==> config.mk <==
export PLATFORM = sky130hd
export DESIGN_NAME = multi_slot_timer_table_flat
export DESIGN_NICKNAME = d
export VERILOG_FILES = /design/src/rtl/mstt_pkg.sv /design/src/rtl/mstt_if.sv /design/src/rtl/mstt_ram.sv /design/src/rtl/multi_slot_timer_table.sv /design/src/flat_wrapper.sv
export SDC_FILE = /design/constraint.sdc
export NUM_CORES = 2
export LEC_CHECK = 0
export BUFFER_PORTS_ARGS = -buffer_cell sky130_fd_sc_hd__buf_2
export CAP_MARGIN = 5
export CORE_UTILIZATION = 35
export CTS_BUF_LIST = sky130_fd_sc_hd__clkbuf_16
export DETAILED_ROUTE_END_ITERATION = 6
export GPL_TIMING_DRIVEN = 0
export SETUP_SLACK_MARGIN = 0.5
export SLEW_MARGIN = 0
export SYNTH_ARGS = -nofsm -noshare
export SYNTH_HDL_FRONTEND = slang
export SYNTH_HIERARCHICAL = 1
export SYNTH_SLANG_ARGS = --single-unit
==> constraint.sdc <==
create_clock -name clk -period 11.54 [get_ports clk]
set_input_delay 0.577 -clock clk [delete_from_list [all_inputs] [get_ports clk]]
set_output_delay 0.577 -clock clk [all_outputs]
set_load 0.01 [all_outputs]
==> src/rtl/mstt_pkg.sv <==
// Shared types and constants for the multi-slot timer table.
// No dependencies; mstt_if.sv and multi_slot_timer_table.sv import this package.
package mstt_pkg;

	localparam int SLOTS_DEF = 32;
	localparam int TIME_W    = 32;
	localparam int REP_W     = 8;
	localparam int TAG_W     = 16;
	localparam int SID_W     = 5;
	localparam int CNT_W     = 6;
	localparam int REQ_W     = 3;
	localparam int KIND_W    = 2;

	typedef enum logic [REQ_W-1:0] {
		REQ_TICK    = 3'd0,
		REQ_START   = 3'd1,
		REQ_RESTART = 3'd2,
		REQ_CHANGE  = 3'd3,
		REQ_CANCEL  = 3'd4
	} req_code_t;

	typedef enum logic [KIND_W-1:0] {
		KIND_REPLY  = 2'd0,
		KIND_EXPIRY = 2'd1,
		KIND_END    = 2'd2
	} kind_t;

	typedef enum logic {
		STAT_OK   = 1'b0,
		STAT_FAIL = 1'b1
	} status_t;

	typedef enum logic [2:0] {
		ST_IDLE,
		ST_TICK_CHK,
		ST_TICK_EVAL,
		ST_TICK_END,
		ST_START_SRCH,
		ST_MOD_RD,
		ST_MOD_WB,
		ST_REPLY
	} state_t;

	typedef struct packed {
		logic [TIME_W-1:0]       start;
		logic [TIME_W-1:0]       limit;
		logic [REP_W-1:0]        repeats;
		logic [TAG_W-1:0]        tag;
	} slot_rec_t;

	typedef struct packed {
		logic [KIND_W-1:0] kind;
		logic              status;
		logic [SID_W-1:0]  out_slot;
		logic [TAG_W-1:0]  out_handle;
		logic [CNT_W-1:0]  active_count;
		logic              last;
	} rsp_t;

endpackage

==> src/rtl/mstt_if.sv <==
// Valid/ready channel interfaces for timer table requests and results.
// Depends on mstt_pkg for field widths.
interface mstt_req_if import mstt_pkg::*; ();
	logic              valid;
	logic              ready;
	logic [REQ_W-1:0]  req_type;
	logic [SID_W-1:0]  slot_id;
	logic [TIME_W-1:0] timeout;
	logic signed [REP_W-1:0] repeat_count;
	logic [TAG_W-1:0]  handle;

	modport source (output valid, req_type, slot_id, timeout, repeat_count, handle,
		input ready);
	modport sink (input valid, req_type, slot_id, timeout, repeat_count, handle,
		output ready);
endinterface

interface mstt_rsp_if import mstt_pkg::*; ();
	logic              valid;
	logic              ready;
	logic [KIND_W-1:0] kind;
	logic              status;
	logic [SID_W-1:0]  out_slot;
	logic [TAG_W-1:0]  out_handle;
	logic [CNT_W-1:0]  active_count;
	logic              last;

	modport source (output valid, kind, status, out_slot, out_handle, active_count, last,
		input ready);
	modport sink (input valid, kind, status, out_slot, out_handle, active_count, last,
		output ready);
endinterface

==> src/rtl/mstt_ram.sv <==
// Generic single-write, single-read RAM with registered read data.
// No dependencies.
module mstt_ram #(
	parameter int WIDTH = 8,
	parameter int DEPTH = 32,
	localparam int AW = (DEPTH > 1) ? $clog2(DEPTH) : 1
) (
	input  logic             clk,
	input  logic             we,
	input  logic [AW-1:0]    waddr,
	input  logic [WIDTH-1:0] wdata,
	input  logic [AW-1:0]    raddr,
	output logic [WIDTH-1:0] rdata
);

	logic [WIDTH-1:0] mem_q [DEPTH];
	logic [WIDTH-1:0] rdata_q;

	always_ff @(posedge clk) begin
		if (we) begin
			mem_q[waddr] <= wdata;
		end
		rdata_q <= mem_q[raddr];
	end

	assign rdata = rdata_q;

endmodule

==> src/rtl/multi_slot_timer_table.sv <==
// Top level of the multi-slot timer table: sequencer, slot flags and result register.
// Depends on mstt_pkg, mstt_if.sv (channel interfaces) and mstt_ram (slot records).
//
// Usage: requests arrive as beats on req (tick, start, restart, change timeout,
// cancel); results leave as beats on rsp. Every request but a tick gives one
// reply beat with last set. A tick advances the time counter, then gives one
// expiry beat per slot that fires, in ascending slot order, and closes with an
// end-of-scan beat carrying last.
// Timing: one request at a time; req.ready is high only while the sequencer is
// idle, and returns on the edge that loads the closing beat. A tick walks the
// slot flags one free slot per cycle; each slot in use passes from ST_TICK_CHK
// to ST_TICK_EVAL to read its record from the slot RAM, and a firing slot waits
// there while the result register is full. A start walks the flags to the first
// free slot; restart and change timeout go through a read-modify-write of the
// record in ST_MOD_RD and ST_MOD_WB; cancel and failed restart or change
// requests reply from ST_REPLY.
// Reset clears the time counter, the in-use flags and the count; slot records
// need no clearing. A stalled receiver holds the result register and the
// sequencer waits at the next beat; one finished beat may wait while the next
// request is taken.
module multi_slot_timer_table import mstt_pkg::*; #(
	parameter int SLOTS = SLOTS_DEF
) (
	input  logic       clk,
	input  logic       arst_n,
	mstt_req_if.sink   req,
	mstt_rsp_if.source rsp
);

	localparam int AW = (SLOTS > 1) ? $clog2(SLOTS) : 1;
	localparam int CW = $clog2(SLOTS + 1);

	state_t            state_q, state_d;
	logic [CW-1:0]     idx_q;
	logic [AW-1:0]     idx_a;
	logic [TIME_W-1:0] now_q;
	logic [SLOTS-1:0]  used_q;
	logic [CNT_W-1:0]  count_q;
	logic [REQ_W-1:0]  type_q;
	logic [SID_W-1:0]  sid_q;
	logic [AW-1:0]     sid_a;
	logic [TIME_W-1:0] tmo_q;
	logic [REP_W-1:0]  rep_q;
	logic [TAG_W-1:0]  hnd_q;
	status_t           rep_status_q;
	logic [SID_W-1:0]  rep_slot_q;
	logic              rsp_valid_q;
	rsp_t              rsp_q;

	logic              accept;
	logic              req_hit;
	logic              scan_done;
	logic              out_free;
	logic              fire;
	logic [TIME_W-1:0] elapsed;
	logic [REP_W-1:0]  rep_next;
	slot_rec_t         rd;
	logic [$bits(slot_rec_t)-1:0] rd_raw;

	logic              ram_we;
	logic [AW-1:0]     ram_waddr;
	slot_rec_t         ram_wdata;
	logic [AW-1:0]     ram_raddr;
	logic              emit;
	rsp_t              emit_pl;
	logic              used_we;
	logic [AW-1:0]     used_idx;
	logic              used_val;
	logic [CNT_W-1:0]  count_d;
	logic              idx_inc;

	mstt_ram #(
		.WIDTH ($bits(slot_rec_t)),
		.DEPTH (SLOTS)
	) u_rec_ram (
		.clk   (clk),
		.we    (ram_we),
		.waddr (ram_waddr),
		.wdata (ram_wdata),
		.raddr (ram_raddr),
		.rdata (rd_raw)
	);

	assign rd        = slot_rec_t'(rd_raw);
	assign idx_a     = idx_q[AW-1:0];
	assign sid_a     = AW'(sid_q);
	assign accept    = req.valid && req.ready;
	assign req.ready = (state_q == ST_IDLE);
	assign scan_done = (idx_q == CW'(SLOTS));
	assign out_free  = !rsp_valid_q || rsp.ready;
	assign req_hit   = (int'(req.slot_id) < SLOTS) && used_q[AW'(req.slot_id)];
	assign elapsed   = now_q - rd.start;
	assign fire      = (elapsed >= rd.limit);
	assign rep_next  = (!rd.repeats[REP_W-1] && (rd.repeats != '0)) ?
		rd.repeats - REP_W'(1) : rd.repeats;

	always_comb begin
		state_d = state_q;
		case (state_q)
			ST_IDLE: begin
				if (req.valid) begin
					case (req.req_type)
						REQ_TICK:    state_d = ST_TICK_CHK;
						REQ_START:   state_d = ST_START_SRCH;
						REQ_RESTART,
						REQ_CHANGE:  state_d = req_hit ? ST_MOD_RD : ST_REPLY;
						default:     state_d = ST_REPLY;
					endcase
				end
			end
			ST_TICK_CHK: begin
				if (scan_done) begin
					state_d = ST_TICK_END;
				end else if (used_q[idx_a]) begin
					state_d = ST_TICK_EVAL;
				end
			end
			ST_TICK_EVAL: begin
				if (!fire || out_free) begin
					state_d = ST_TICK_CHK;
				end
			end
			ST_TICK_END: begin
				if (out_free) begin
					state_d = ST_IDLE;
				end
			end
			ST_START_SRCH: begin
				if ((scan_done || !used_q[idx_a]) && out_free) begin
					state_d = ST_IDLE;
				end
			end
			ST_MOD_RD: state_d = ST_MOD_WB;
			ST_MOD_WB: begin
				if (out_free) begin
					state_d = ST_IDLE;
				end
			end
			ST_REPLY: begin
				if (out_free) begin
					state_d = ST_IDLE;
				end
			end
			default: state_d = ST_IDLE;
		endcase
	end

	always_comb begin
		ram_we    = 1'b0;
		ram_waddr = idx_a;
		ram_wdata = rd;
		ram_raddr = ((state_q == ST_MOD_RD) || (state_q == ST_MOD_WB)) ? sid_a : idx_a;
		emit      = 1'b0;
		emit_pl   = '{kind: KIND_REPLY, status: STAT_OK, out_slot: '0,
			out_handle: '0, active_count: count_q, last: 1'b1};
		used_we   = 1'b0;
		used_idx  = idx_a;
		used_val  = 1'b0;
		count_d   = count_q;
		idx_inc   = 1'b0;
		case (state_q)
			ST_IDLE: begin
				if (accept && (req.req_type == REQ_CANCEL) && req_hit) begin
					used_we  = 1'b1;
					used_idx = AW'(req.slot_id);
					count_d  = count_q - CNT_W'(1);
				end
			end
			ST_TICK_CHK: begin
				idx_inc = !scan_done && !used_q[idx_a];
			end
			ST_TICK_EVAL: begin
				idx_inc = !fire || out_free;
				if (fire && out_free) begin
					ram_we            = 1'b1;
					ram_wdata.start   = now_q;
					ram_wdata.repeats = rep_next;
					if (rep_next == '0) begin
						used_we = 1'b1;
						count_d = count_q - CNT_W'(1);
					end
					emit                 = 1'b1;
					emit_pl.kind         = KIND_EXPIRY;
					emit_pl.out_slot     = SID_W'(idx_a);
					emit_pl.out_handle   = rd.tag;
					emit_pl.active_count = count_d;
					emit_pl.last         = 1'b0;
				end
			end
			ST_TICK_END: begin
				emit         = out_free;
				emit_pl.kind = KIND_END;
			end
			ST_START_SRCH: begin
				if (scan_done) begin
					emit           = out_free;
					emit_pl.status = STAT_FAIL;
				end else if (!used_q[idx_a]) begin
					if (out_free) begin
						ram_we    = 1'b1;
						ram_wdata = '{start: now_q, limit: tmo_q, repeats: rep_q, tag: hnd_q};
						used_we   = 1'b1;
						used_val  = 1'b1;
						count_d   = count_q + CNT_W'(1);
						emit      = 1'b1;
						emit_pl.out_slot     = SID_W'(idx_a);
						emit_pl.active_count = count_d;
					end
				end else begin
					idx_inc = 1'b1;
				end
			end
			ST_MOD_WB: begin
				if (out_free) begin
					ram_we          = 1'b1;
					ram_waddr       = sid_a;
					ram_wdata.limit = tmo_q;
					if (type_q == REQ_RESTART) begin
						ram_wdata.start   = now_q;
						ram_wdata.repeats = rep_q;
					end
					emit             = 1'b1;
					emit_pl.out_slot = sid_q;
				end
			end
			ST_REPLY: begin
				emit             = out_free;
				emit_pl.status   = rep_status_q;
				emit_pl.out_slot = rep_slot_q;
			end
			default: begin
			end
		endcase
	end

	always_ff @(posedge clk or negedge arst_n) begin
		if (!arst_n) begin
			state_q     <= ST_IDLE;
			now_q       <= '0;
			used_q      <= '0;
			count_q     <= '0;
			idx_q       <= '0;
			rsp_valid_q <= 1'b0;
		end else begin
			state_q <= state_d;
			count_q <= count_d;
			if (used_we) begin
				used_q[used_idx] <= used_val;
			end
			if (accept) begin
				idx_q <= '0;
				if (req.req_type == REQ_TICK) begin
					now_q <= now_q + TIME_W'(1);
				end
			end else if (idx_inc) begin
				idx_q <= idx_q + CW'(1);
			end
			if (emit) begin
				rsp_valid_q <= 1'b1;
			end else if (rsp.ready) begin
				rsp_valid_q <= 1'b0;
			end
		end
	end

	always_ff @(posedge clk) begin
		if (emit) begin
			rsp_q <= emit_pl;
		end
		if (accept) begin
			type_q <= req.req_type;
			sid_q  <= req.slot_id;
			tmo_q  <= req.timeout;
			rep_q  <= req.repeat_count;
			hnd_q  <= req.handle;
			if ((req.req_type == REQ_RESTART) || (req.req_type == REQ_CHANGE) ||
				(req.req_type == REQ_CANCEL)) begin
				rep_status_q <= req_hit ? STAT_OK : STAT_FAIL;
				rep_slot_q   <= req.slot_id;
			end else begin
				rep_status_q <= STAT_FAIL;
				rep_slot_q   <= '0;
			end
		end
	end

	assign rsp.valid        = rsp_valid_q;
	assign rsp.kind         = rsp_q.kind;
	assign rsp.status       = rsp_q.status;
	assign rsp.out_slot     = rsp_q.out_slot;
	assign rsp.out_handle   = rsp_q.out_handle;
	assign rsp.active_count = rsp_q.active_count;
	assign rsp.last         = rsp_q.last;

	a_count_matches_flags: assert property (@(posedge clk) disable iff (!arst_n)
		int'(count_q) == $countones(used_q))
		else $error("slot count out of step with in-use flags");

	a_emit_needs_room: assert property (@(posedge clk) disable iff (!arst_n)
		emit |-> (!rsp_valid_q || rsp.ready))
		else $error("result overwritten while stalled");

	a_tick_advances_time: assert property (@(posedge clk) disable iff (!arst_n)
		(accept && (req.req_type == REQ_TICK)) |=> (now_q == $past(now_q) + TIME_W'(1)))
		else $error("tick did not advance the time counter");

endmodule
==> src/flat_wrapper.sv <==
// flat-port wrapper written by rule: the top's interface ports become plain ports
module multi_slot_timer_table_flat import mstt_pkg::*;
#(
	parameter int SLOTS = SLOTS_DEF
)
  (clk, arst_n, req_valid, req_req_type, req_slot_id, req_timeout, req_repeat_count, req_handle, req_ready, rsp_valid, rsp_kind, rsp_status, rsp_out_slot, rsp_out_handle, rsp_active_count, rsp_last, rsp_ready);
  mstt_req_if req_i ();
  mstt_rsp_if rsp_i ();
  input  logic clk;
  input  logic arst_n;
  input wire logic [$bits(req_i.valid)-1:0] req_valid;
  input wire logic [$bits(req_i.req_type)-1:0] req_req_type;
  input wire logic [$bits(req_i.slot_id)-1:0] req_slot_id;
  input wire logic [$bits(req_i.timeout)-1:0] req_timeout;
  input wire logic [$bits(req_i.repeat_count)-1:0] req_repeat_count;
  input wire logic [$bits(req_i.handle)-1:0] req_handle;
  output wire logic [$bits(req_i.ready)-1:0] req_ready;
  output wire logic [$bits(rsp_i.valid)-1:0] rsp_valid;
  output wire logic [$bits(rsp_i.kind)-1:0] rsp_kind;
  output wire logic [$bits(rsp_i.status)-1:0] rsp_status;
  output wire logic [$bits(rsp_i.out_slot)-1:0] rsp_out_slot;
  output wire logic [$bits(rsp_i.out_handle)-1:0] rsp_out_handle;
  output wire logic [$bits(rsp_i.active_count)-1:0] rsp_active_count;
  output wire logic [$bits(rsp_i.last)-1:0] rsp_last;
  input wire logic [$bits(rsp_i.ready)-1:0] rsp_ready;
  assign req_i.valid = req_valid;
  assign req_i.req_type = req_req_type;
  assign req_i.slot_id = req_slot_id;
  assign req_i.timeout = req_timeout;
  assign req_i.repeat_count = req_repeat_count;
  assign req_i.handle = req_handle;
  assign req_ready = req_i.ready;
  assign rsp_valid = rsp_i.valid;
  assign rsp_kind = rsp_i.kind;
  assign rsp_status = rsp_i.status;
  assign rsp_out_slot = rsp_i.out_slot;
  assign rsp_out_handle = rsp_i.out_handle;
  assign rsp_active_count = rsp_i.active_count;
  assign rsp_last = rsp_i.last;
  assign rsp_i.ready = rsp_ready;
  multi_slot_timer_table #(.SLOTS(SLOTS)) u_core (.clk(clk), .arst_n(arst_n), .req(req_i), .rsp(rsp_i));
endmodule
== Word level (Yosys, flattened, before mapping) ==
Memories as Yosys holds them, arrays and structs flattened. A register that Yosys moved wholly into a read port is not among the register bits.
Cells that the tools add are included.

* Register bits after elaboration: 181
* RAM bits: 2816
* Bits of input ports: 68
* Output and inout port bits: 33
* Memories kept: 1

* Add/sub/neg operators: 6
* $lt $le $gt $ge: 5
* Equality and inequality tests: 20
* Muxes and demuxes: 74
* Reductions and logical operators: 33

{| class="wikitable"
|+ Memory list
! memory !! depth !! bits a word !! read ports !! clocked after memory_dff !! wr ports !! RTL line !! RTL
|-
| u_core.u_rec_ram.mem_q || 32 || 88 || 1 || 1 || 1 || mstt_ram.sv:16 || <nowiki>logic [WIDTH-1:0] mem_q [DEPTH];</nowiki>
|}

{| class="wikitable"
|+ Operators with widths
! operator !! number
|-
| two-way mux 88 bit || 3
|-
| case mux 32 bit (3 select lines) || 1
|-
| two-way mux 72 bit || 1
|-
| two-way mux 32 bit || 2
|-
| case mux 32 bit (2 select lines) || 1
|-
| two-way mux 6 bit || 8
|-
| two-way mux 5 bit || 9
|-
| adder 32 x 1 -> 32 bit, second input constant || 1
|-
| bitwise mux 32 bit || 1
|-
| >= comparator 32 bit || 1
|-
| subtractor 32 bit || 1
|-
| two-way mux 28 bit || 1
|-
| two-way mux 8 bit || 3
|-
| case mux 8 bit (3 select lines) || 1
|-
| two-way mux 1 bit || 21
|-
| case mux 5 bit (4 select lines) || 1
|-
| < comparator 5 x 6 -> 1 bit, second input constant || 3
|-
| two-way mux 3 bit || 6
|-
| case mux 3 bit (6 select lines) || 1
|-
| case mux 6 bit (3 select lines) || 1
|-
| two-way mux 16 bit || 1
|-
| == test 3 x 2 -> 1 bit, second input constant || 5
|-
| == test 3 bit, second input constant || 5
|-
| adder 6 x 1 -> 6 bit, second input constant || 2
|-
| 30 further kinds || 58
|}

== Longest topological paths before layout ==
* Depth in word-level cells: 11
* Mapped depth: 23
* Mapped depth without buffers: 22

== Cells and area by module ==
The synthesis kept the hierarchy.

{| class="wikitable"
|+ Modules (own cells, without submodules)
! module !! times used !! cells each !! area each (um^2)
|-
| mstt_ram || 1 || 5145 || 108806.9
|-
| multi_slot_timer_table || 1 || 1323 || 12389.4
|}

== Worst setup path before layout ==
No wires, ideal clock.

* Path kind: register to register
* From: register u_core.now_q[12]
* To: memory u_core/u_rec_ram/mem_q[12][0] (netlist name), enable pin
* Arrival: 8.376 ns
* Required time: 11.005 ns
* Path slack: 2.628 ns
* Cell stages (with the launch flop): 20
* Path buffers: 1
* Period minus slack after synthesis: 8.912 ns
* Path through: dfrtp_1 ha_1 a21o_1 a21o_1 a221o_1 or2_2 a211o_1 a21o_1 a21oi_1 xnor2_1 ha_1 nand2_1 nor4_1 o211ai_1 a31oi_2 o211a_1 or3_1 or3b_2 clkbuf_1 nor2_1

* Cells in the longest elaborated chain, start to end: 7

{| class="wikitable"
|+ RTL lines
! item !! RTL line !! RTL
|-
| start, declared || multi_slot_timer_table.sv:36 || <nowiki>logic [TIME_W-1:0] now_q;</nowiki>
|-
| start signal, assigned || multi_slot_timer_table.sv:253 || <nowiki>now_q <= now_q + TIME_W'(1);</nowiki>
|-
| subtractor 32 bit || multi_slot_timer_table.sv:92 || <nowiki>assign elapsed = now_q - rd.start;</nowiki>
|-
| >= comparator 32 bit || multi_slot_timer_table.sv:93 || <nowiki>assign fire = (elapsed >= rd.limit);</nowiki>
|-
| logical AND 1 bit || multi_slot_timer_table.sv:174 || <nowiki>if (fire && out_free) begin</nowiki>
|-
| two-way mux 1 bit || multi_slot_timer_table.sv:174 ||
|-
| case mux 1 bit (3 select lines) || multi_slot_timer_table.sv:161 || <nowiki>case (state_q)</nowiki>
|-
| named net u_core.ram_we || multi_slot_timer_table.sv:60 || <nowiki>logic ram_we;</nowiki>
|-
| two-way mux 1 bit || mstt_ram.sv:20 || <nowiki>if (we) begin</nowiki>
|-
| two-way mux 1 bit (implied by the code) || mstt_ram.sv:21 || <nowiki>mem_q[waddr] <= wdata;</nowiki>
|-
| end, declared || mstt_ram.sv:16 ||
|}

The timed path passes the listed nets, and every way through them passes these cells.

== Final worst setup path ==
* From: register u_core.u_rec_ram.rdata_q[58] (netlist: u_core/u_rec_ram/rdata[58]) (read register of u_core.u_rec_ram.mem_q)
* To: memory u_core/u_rec_ram/mem_q[20][81] (netlist name), enable pin

* Cells in the longest elaborated chain, start to end: 7

{| class="wikitable"
|+ RTL lines
! item !! RTL line !! RTL
|-
| start, declared || mstt_ram.sv:17 || <nowiki>logic [WIDTH-1:0] rdata_q;</nowiki>
|-
| subtractor 32 bit || multi_slot_timer_table.sv:92 ||
|-
| >= comparator 32 bit || multi_slot_timer_table.sv:93 ||
|-
| logical AND 1 bit || multi_slot_timer_table.sv:174 ||
|-
| two-way mux 1 bit || multi_slot_timer_table.sv:174 ||
|-
| case mux 1 bit (3 select lines) || multi_slot_timer_table.sv:161 ||
|-
| named net u_core.ram_we || multi_slot_timer_table.sv:60 ||
|-
| two-way mux 1 bit || mstt_ram.sv:20 ||
|-
| two-way mux 1 bit (implied by the code) || mstt_ram.sv:21 ||
|}

The timed path passes the listed nets, and every way through them passes these cells.

==> results_dict.tcl <==
set metrics [dict create \
    fp-row-count 215 \
    grt_pass1_vias 66100 \
    r2r_start "u_core/u_rec_ram/rdata[58]$_DFF_P_" \
    initial_core_util_pct 35.3 \
    clkTransAtPathRegs_ns 0.06 \
    netlist.area_leader.share_pct 72.3 \
    via_count 67400 \
    relSlewSlack_pct -2.54 \
    die_w_um 590 \
    final-hold-violation-count 0 \
    nNetsFinal 7296 \
    setup_violations 0 \
    die_h_um 590 \
    cp-start-kind "flop" \
    min_period_over_period_pct 78.6 \
    syn-instance-count 6468 \
    synth_area_leader_cell "edfxtp_1" \
    power.density_nw_per_um2 269 \
    crit_type "reg -> reg" \
    cap_viol_max_count 1 \
    viasPerCell 5.63 \
    syn_nets 6607 \
    port_buffers 100 \
    synth_warnings 6 \
    fin_cells 12000 \
    r2r_slack_ns 2.47 \
    cts_tree "done" \
    period_minus_slack_ns 9.07 \
    min_from "req_timeout[21]" \
    drt_iter0_drc 8720 \
    critPathArrivalTime_ns 9.62 \
    cp_data_required_time_ns 12.09 \
    synth.avg_cell_area_um2 18.7 \
    numClockSinks 3085 \
    grt_pass1_wl_mm 505 \
    fmaxAchievable_mhz 110 \
    drive_gt1_share_pct 20.0 \
    finalSetupTns_ns 0 \
    cts_buffers 317 \
    cts-root-buf "clkbuf_16" \
    grt_max_degree 54 \
    antenna_found_initial 33 \
    core_area_um2 344000 \
    finClkSkew_ns 0.0794 \
    syn2layout_area_growth_pct 17.8 \
    wirelength_mm 362 \
    dp_hpwl_mm 248 \
    worstSkewPairLatency_ns 0.90 \
    crit_fanout 20 \
    ys_top_cells_by_area "edfxtp_1 72%, mux4_2 6.6%, mux2i_1 6.1%, a22oi_1 3.0%, dfrtp_1 1.7%" \
    syn_area_um2 121000 \
    yosys_register_bits 3085 \
    min_to "u_core/tmo_q[21]$_DFFE_PP_" \
    dp.cells 11300 \
    drcViolationCount 0 \
    worstHoldPathType "in -> reg" \
    async_flop_share_pct 2.59 \
    synth_edf_count 2917 \
    num_io_pins 101 \
    synthFlopType "edfxtp_1" \
    cts_buffer_depth 4 \
    hold_depth 1 \
    layout_common_cells "2,917 x edfxtp_1, 740 x mux2i_1, 478 x a22oi_1" \
    slew_violations 2 \
    violations "max-capacitance violations, max-slew violations" \
    ir_drop_v 0.000199 \
    avgRoutedWirePerCell_um 30.2 \
    mostFrequentLayoutCell "edfxtp_1" \
    ys_types 92 \
    status "finished with violations" \
    h-tree-depth 5 \
    grt_usage_pct 20.4 \
    rsz0062_at_grt "false" \
    max_slew.worst_pin.slew_ns 1.52 \
    end_kind "flop" \
    overflow 0 \
    dieArea_um2 349000 \
    gp_congestion 0.888 \
    r2r_cells 23 \
    first_pass_iters 6 \
    r2r-end "u_core/u_rec_ram/mem_q[20][81]$_DFFE_PP_" \
    p_leak_nw 46.5 \
    ant_nets 0 \
    yosysSeqAreaShare_pct 75.4 \
]
-- repair_timing --
item / CTS / global route
endpoints found under the hold margin: 97 / 0
setup buffers: 0 / 0
hold buffers: 64 / 0
resized for setup: 0 / 0
-- worst max path at each step --
stage | start | to | slack [ns] | cells past startpoint
finish | u_core/u_rec_ram/rdata[58]$_DFF_P_ | u_core/u_rec_ram/mem_q[20][81]$_DFFE_PP_ | 2.47 | 23
global route | u_core/u_rec_ram/rdata[58]$_DFF_P_ | u_core/u_rec_ram/mem_q[20][81]$_DFFE_PP_ | 2.15 | 23
detailed placement | u_core/u_rec_ram/rdata[58]$_DFF_P_ | u_core/u_rec_ram/mem_q[20][77]$_DFFE_PP_ | 2.63 | 23
CTS | u_core/u_rec_ram/rdata[58]$_DFF_P_ | u_core/u_rec_ram/mem_q[20][81]$_DFFE_PP_ | 2.56 | 23
global placement | u_core/u_rec_ram/rdata[58]$_DFF_P_ | u_core/u_rec_ram/mem_q[12][40]$_DFFE_PP_ | -5.61 | 20
floorplan | u_core/now_q[12]$_DFFE_PN0P_ | u_core/u_rec_ram/mem_q[12][0]$_DFFE_PP_ | 2.63 | 19
-- kinds of logic after synthesis --
family	synth area share, %
DFF	75.4
muxes	13.2
AOI/OAI and AO/OA	5.15
and+or+nand+nor	3.21
buffers and inverters	1.78
xor gates and xnor gates	0.513
adders and majority gates	0.739
-- metrics by stage --
| stage | setup WS [ns] | total power, W | instance area [µm²] | utilization, % | hold WS, ns |
|---|---|---|---|---|---|
| 3_3_place_gp | -5.61 | 0.0276 | 127000 | 37.1 | 0.484 |
| 5_1_grt | 2.15 | 0.0396 | 143000 | 41.5 | 0.0241 |
| 4_1_cts | 2.56 | 0.0384 | 143000 | 41.5 | 0.0343 |
| 6_report | 2.47 | 0.0384 | 143000 | 41.5 | 0.0396 |
| 2_1_floorplan | 2.63 | 0.0228 | 121000 | - | 0.281 |
| 3_5_place_dp | 2.63 | 0.0283 | 132000 | 38.3 | 0.500 |
-- power by group --
group / switching [W] / internal [W] / total (W)
registers: 0.000257 / 0.0152 / 0.0154
logic: 0.00873 / 0.00407 / 0.0128
clock network: 0.00430 / 0.00584 / 0.0101
-- final cells by class --
class / count / area, µm²
inverters: 94 / 358
multi-input cells: 2941 / 28200
clock buffers: 320 / 8010
flip-flops and latches: 3085 / 91400
well taps: 4557 / 5700
plain buffers: 348 / 1820
fillers: 30200 / 201000
repair buffers: 370 / 5050
diodes: 12 / 30.0
clock inverters: 251 / 2180
-- synth_stat cells, types with 24 or more instances --
master and n:
a21oi_1 58, a22o_1 52, a22oi_1 478, a31oi_1 55
and2_1 32, buf_2 130, buf_4 35, buf_6 24
clkbuf_1 139, dfrtp_1 80, dfxtp_1 88, edfxtp_1 2917
ha_1 70, inv_1 92, mux2_2 38, mux2i_1 740
mux4_2 356, nand2_1 221, nand3_1 208, nand4_1 62
nor2_1 111, nor2b_1 27, o21ai_0 106, xnor2_1 45
xor2_1 26
-- registers in the layout, summed over array words and instances, names as in the netlist, 2 cells and up --
signal	cells
u_core/u_rec_ram/mem_q	2816
u_core/tmo_q	32
u_core/used_q	32
u_core/idx_q	6
u_core/count_q	6
u_core/rsp.out_slot	5
u_core/u_rec_ram/rdata	88
u_core/now_q	32
u_core/state_q	3
u_core/hnd_q	16
u_core/rep_q	8
u_core/rsp.kind	2
u_core/type_q	3
u_core/sid_a	5
u_core/rsp.out_handle	16
u_core/rep_slot_q	5
u_core/rsp.active_count	6
-- critical path, cell delays in order (launching register included) --
cell,delay [ns]
dfxtp_1,0.33
inv_1,0.21
ha_1,0.44
nand3b_1,0.12
a31o_2,0.28
a2111oi_0,0.66
o211ai_1,0.23
a311oi_1,0.59
a21oi_1,0.20
o21bai_1,0.20
xor2_1,0.11
ha_1,0.32
nand4_1,0.10
nor4_1,0.45
o211ai_1,0.29
a31oi_2,0.97
o211a_1,0.46
or3_1,0.26
or3b_2,0.45
clkbuf_1,0.41
nor2_4,0.84
buf_12,0.29
buf_12,0.22
buf_16,0.20
-- layer usage --
layer | GRT usage, % | share of wire (%)
met1 | 28.6 | 41
met2 | 32.0 | 46
met3 | 3.54 | 9.2
met4 | 6.95 | 3.7
met5 | 0 | 0.016
No activity file was read; power rests on OpenSTA's default activity.
